**config.mk**
```make
export PLATFORM = sky130hd
export DESIGN_NAME = fdct_line
export DESIGN_NICKNAME = d
export VERILOG_FILES = /design/src/rtl/core/fdct_pkg.sv /design/src/rtl/core/fdct_line.sv
export SDC_FILE = /design/constraint.sdc
export NUM_CORES = 2
export LEC_CHECK = 0
export BUFFER_PORTS_ARGS = -buffer_cell sky130_fd_sc_hd__buf_2
export CORE_MARGIN = 4
export CORE_UTILIZATION = 40
export CTS_BUF_LIST = sky130_fd_sc_hd__clkbuf_4
export DETAILED_ROUTE_END_ITERATION = 10
export SLEW_MARGIN = 0
export SYNTH_ARGS = -nofsm -noshare
export SYNTH_HDL_FRONTEND = slang
export SYNTH_SLANG_ARGS = --single-unit
```
**constraint.sdc**
```tcl
create_clock -name clk -period 48.6 [get_ports clk]
set_input_delay 9.72 -clock clk [delete_from_list [all_inputs] [get_ports clk]]
set_output_delay 9.72 -clock clk [all_outputs]
set_load 0.02 [all_outputs]
```
**src/rtl/core/fdct_pkg.sv**
```systemverilog
// Package: types, constants and rounding helper for the 8x8 forward DCT.
package fdct_pkg;

	localparam int SAMPLE_BITS = 9;
	localparam int COEF_BITS   = 15;
	localparam int WORK_BITS   = 32;
	localparam int PROD_BITS   = 50;

	localparam logic [16:0] C1 = 17'd64277;
	localparam logic [16:0] C2 = 17'd60547;
	localparam logic [16:0] C3 = 17'd54491;
	localparam logic [16:0] C4 = 17'd46341;
	localparam logic [16:0] C5 = 17'd36410;
	localparam logic [16:0] C6 = 17'd25080;
	localparam logic [16:0] C7 = 17'd12785;
	localparam logic [PROD_BITS-1:0] HALF = PROD_BITS'(32768);

	typedef enum logic [2:0] {
		ST_LOAD,
		ST_READ,
		ST_CALC,
		ST_WRITE,
		ST_EMIT
	} state_t;

	typedef enum logic [4:0] {
		OP_A,
		OP_M5,
		OP_M7,
		OP_E,
		OP_Y0,
		OP_Y1A,
		OP_Y1B,
		OP_Y2A,
		OP_Y2B,
		OP_Y3A,
		OP_Y3B,
		OP_Y4,
		OP_Y5A,
		OP_Y5B,
		OP_Y6A,
		OP_Y6B,
		OP_Y7A,
		OP_Y7B,
		OP_DONE
	} op_t;

	function automatic logic signed [WORK_BITS-1:0] round16(input logic signed [PROD_BITS-1:0] v);
		logic signed [PROD_BITS-1:0] t;
		begin
			t = v + $signed(HALF);
			round16 = WORK_BITS'(t >>> 16);
		end
	endfunction

endpackage

```
**src/rtl/core/fdct_line.sv**
```systemverilog
// One 8-point DCT line engine: one shared multiplier under a step sequencer.
module fdct_line
	import fdct_pkg::*;
(
	input  logic                               clk,
	input  logic                               arst_n,
	input  logic                               start,
	input  logic signed [7:0][WORK_BITS-1:0]   x,
	output logic signed [7:0][WORK_BITS-1:0]   y,
	output logic                               done
);

	op_t op_q;
	logic signed [WORK_BITS-1:0] a_q [8];
	logic signed [WORK_BITS-1:0] e_q [8];
	logic signed [WORK_BITS-1:0] m5_q, m7_q;
	logic signed [PROD_BITS-1:0] acc_q;
	logic signed [WORK_BITS-1:0] mul_a;
	logic        [16:0]          mul_c;
	logic signed [PROD_BITS-1:0] prod;
	logic                        rnd;
	logic [2:0]                  yidx;

	always_comb begin
		mul_a = '0;
		mul_c = C4;
		rnd   = 1'b0;
		yidx  = 3'd0;
		unique case (op_q)
			OP_M5:  begin mul_a = a_q[6] - a_q[5]; mul_c = C4; end
			OP_M7:  begin mul_a = a_q[5] + a_q[6]; mul_c = C4; end
			OP_Y0:  begin mul_a = e_q[0] + e_q[1]; mul_c = C4; rnd = 1'b1; yidx = 3'd0; end
			OP_Y1A: begin mul_a = e_q[4]; mul_c = C7; end
			OP_Y1B: begin mul_a = e_q[7]; mul_c = C1; rnd = 1'b1; yidx = 3'd1; end
			OP_Y2A: begin mul_a = e_q[2]; mul_c = C6; end
			OP_Y2B: begin mul_a = e_q[3]; mul_c = C2; rnd = 1'b1; yidx = 3'd2; end
			OP_Y3A: begin mul_a = e_q[6]; mul_c = C3; end
			OP_Y3B: begin mul_a = -e_q[5]; mul_c = C5; rnd = 1'b1; yidx = 3'd3; end
			OP_Y4:  begin mul_a = e_q[0] - e_q[1]; mul_c = C4; rnd = 1'b1; yidx = 3'd4; end
			OP_Y5A: begin mul_a = e_q[5]; mul_c = C3; end
			OP_Y5B: begin mul_a = e_q[6]; mul_c = C5; rnd = 1'b1; yidx = 3'd5; end
			OP_Y6A: begin mul_a = e_q[3]; mul_c = C6; end
			OP_Y6B: begin mul_a = -e_q[2]; mul_c = C2; rnd = 1'b1; yidx = 3'd6; end
			OP_Y7A: begin mul_a = e_q[7]; mul_c = C7; end
			OP_Y7B: begin mul_a = -e_q[4]; mul_c = C1; rnd = 1'b1; yidx = 3'd7; end
			default: ;
		endcase
	end

	assign prod = PROD_BITS'(mul_a) * $signed({1'b0, mul_c});

	always_ff @(posedge clk or negedge arst_n) begin
		if (!arst_n) begin
			op_q <= OP_DONE;
		end else if (start) begin
			op_q <= OP_A;
		end else if (op_q != OP_DONE) begin
			op_q <= op_t'(op_q + 5'd1);
		end
	end

	always_ff @(posedge clk) begin
		if (start) begin
			acc_q <= '0;
		end else begin
			unique case (op_q)
				OP_A: begin
					a_q[0] <= x[0] + x[7]; a_q[1] <= x[1] + x[6];
					a_q[2] <= x[2] + x[5]; a_q[3] <= x[3] + x[4];
					a_q[4] <= x[3] - x[4]; a_q[5] <= x[2] - x[5];
					a_q[6] <= x[1] - x[6]; a_q[7] <= x[0] - x[7];
				end
				OP_M5: m5_q <= round16(prod);
				OP_M7: m7_q <= round16(prod);
				OP_E: begin
					e_q[0] <= a_q[0] + a_q[3]; e_q[1] <= a_q[1] + a_q[2];
					e_q[2] <= a_q[1] - a_q[2]; e_q[3] <= a_q[0] - a_q[3];
					e_q[4] <= a_q[4] + m5_q;   e_q[5] <= a_q[4] - m5_q;
					e_q[6] <= a_q[7] - m7_q;   e_q[7] <= m7_q + a_q[7];
				end
				OP_DONE: ;
				default: begin
					if (rnd) begin
						y[yidx] <= round16(acc_q + prod);
						acc_q   <= '0;
					end else begin
						acc_q <= prod;
					end
				end
			endcase
		end
	end

	assign done = (op_q == OP_Y7B);

endmodule

```
==> results.yml <==
status:
  outcome: "complete, no violations"
worst_hold_path:
  min-delay-path-class: "reg2reg"
  hold_depth: 2
sta:
  tns_ps: 0
  finalMaxSlewViolations: 0
  hold_viol: 0
  rsz0062_at_grt: "false"
  fin_crit_ps: 15370
  setup_violations: 0
  fin_crit_sh: 0.3162
  slew_headroom: 0.03187
  tightest_slew_ps: 1452
  max_freq_mhz: 65.08
  final.setup_skew_ps: 138.9
clocking:
  cts_sinks: 877
  htree_levels: 4
  clk_latency_ps: 1280
  clk_pin_slew_worst_paths_ps: 70
  post_cts_resize_count: 0
  cts_max_path_buffers: 3
  cts_hold_buf: 0
  cts_buffers: 232
  cts_tree: "done"
  post-cts-setup-buffers: 0
  root_buffer: "clkbuf_4"
route:
  wl_per_cell_um: 22.82
  drtAntennaViolNets: 0
  routed_wirelength_um: 267700
  vias: 63939
  drt_iter0_markers: 5289
  drt_drc_violations_left: 0
  first_pass_iters: 6
  vias_per_cell: 5.450
yosys:
  syn_area_um2: 79770
  synthCells: 8357
  async_reset_ff_frac: 0.005701
  yosys_register_bits: 877
  synth_edf_count: 824
  synth.top_cell.area_share: 0.3102
  synth_area_leaders: "edfxtp_1, fa_1, ha_1"
  seq_area_frac_synth: 0.3238
  syn_area_per_cell_um2: 9.546
  synth_warnings: 0
  synth.distinct_cells: 102
  synth_ff_type: "edfxtp_1"
  syn_nets: 9891
  synth.largest_area_cell: "edfxtp_1"
floorplanning:
  die_y_um: 454.6
  io_pins: 516
  coreArea_um2: 197800
  fp-row-count: 163
  start_util: 0.4033
  dieArea_um2: 206600
  dieWidth_um: 454.6
final_layout:
  fin_util: 0.4477
  nets: 10429
  fill_cells: 19404
  drive_above_1_share: 0.1234
  seqCellArea_um2: 25830
  area_delta_synth_final_pct: 11.02
  multi_input_area_um2: 48750
worst_setup_path:
  cp_data_required_time_ps: 49490
  start_kind: "flop"
  cp.arrival_ps: 16260
  cp_max_fo: 30
  cp_common_cell: "fa_1"
  worst_setup_path_end_kind: "flop"
  reg2reg_depth: 41
  critical_path.max_stage_delay_ps: 1200
  path_class: "reg2reg"
  cp_slowest_cell: "a221oi_1"
global_routing:
  grt_pass1_wl_um: 395900
  grt_pass1_vias: 63616
  grt.total_usage: 0.2533
  grt_start_max_net_pins: 180
  antenna_found_initial: 16
  overflow: 0
placement:
  numPortBuffers: 515
  dp.final_hpwl_um: 216400
  routabilityCongestion: 0.9744
run:
  drv_cap: 0
-- logic make-up after synthesis --
family,count (synthesis),share of synthesized area
AOI/OAI and AO/OA,1787,0.1465
muxes,12,0.001537
xor gates and xnor gates,747,0.08201
adders and majority gates,1275,0.2472
and+or+nand+nor,2235,0.1316
DFF,877,0.3238
buffers and inverters,1424,0.06727
-- metrics by stage --
| stage | hold slack, ps | area (um2) | instances | setup slack (ps) |
|---|---|---|---|---|
| finish | 470.8 | 88560 | 11733 | 33230 |
| CTS | 473.6 | 88550 | 11727 | 33310 |
| global placement | 459.5 | 85380 | 11301 | 33780 |
| detailed placement | 464.8 | 85380 | 11301 | 33410 |
| global route | 493.2 | 88560 | 11732 | 32360 |
| floorplan | 448.8 | 79770 | 8357 | 20520 |
-- layer usage --
metal	GRT usage	wire, um	vias to the layer above
met4	0.09378	10230	6
met5	0	45	-
li1	-	-	29805
met1	0.3297	113500	31620
met3	0.04069	16170	419
met2	0.4247	127800	2089
-- Yosys cell counts, drive strengths merged, types with 50 or more instances --
library cell and number:
a21o 152, a21oi 586, a221oi 54, a22oi 114, a31oi 54, and2 84, and3 54, clkbuf 285
edfxtp 824, fa 502, ha 773, inv 1118, nand2 556, nand2b 103, nand3 121, nor2 761
nor2b 91, nor3 173, nor4 50, o21a 65, o21ai 261, o21bai 156, o31ai 53, or2 64
or3 58, xnor2 555, xor2 192
-- flip-flops by register name (all words and copies together) (netlist names) --
signal  flops
acc_q      48
a_q       252
e_q       252
m7_q       32
op_q        5
y         256
m5_q       32
-- layout by cell type, fill, tap and decap left out, types with 249 or more instances in the layout --
| cell type | count |
|---|---|
| inv_1 | 1118 |
| edfxtp_1 | 824 |
| ha_1 | 773 |
| nor2_1 | 751 |
| a21oi_1 | 582 |
| nand2_1 | 556 |
| xnor2_1 | 555 |
| buf_2 | 515 |
| fa_1 | 502 |
| clkbuf_4 | 333 |
| o21ai_0 | 249 |
-- cell type report --
type,instances,share of cell area
timing repair buffer,609,0.03721
antenna,6,0.0001695
inverter,1119,0.04743
sequential,877,0.2917
clock buffer,333,0.02823
clock inverter,93,0.007544
multi-input combinational,6056,0.5504
tap,2640,0.03730
-- worst paths after layout --
kind                       startpoint        end  slack (ps)
max                           op_q[3]     y[223]       33230
min                         acc_q[47]  acc_q[47]         470
max reg2reg                   op_q[3]     y[223]       33230
min reg2reg                 acc_q[47]  acc_q[47]         470
max in group asynchronous      arst_n    op_q[1]       40010
min in group asynchronous      arst_n    op_q[3]        8330
-- critical path, delay by kind of cell, from the launching register on --
family                   cells  cell delay (ps)
AO/OA/AOI/OAI               17             5930
adder cells (fa/ha/maj)     10             4520
AND/OR/NAND/NOR              6             1640
XOR/XNOR                     3             1270
flip-flops                   1              950
multiplexers                 1              500
buffers and inverters        4              210
Power is not shown: default switching activity piles up to over one toggle a cycle in this logic, so the estimate is an artifact.
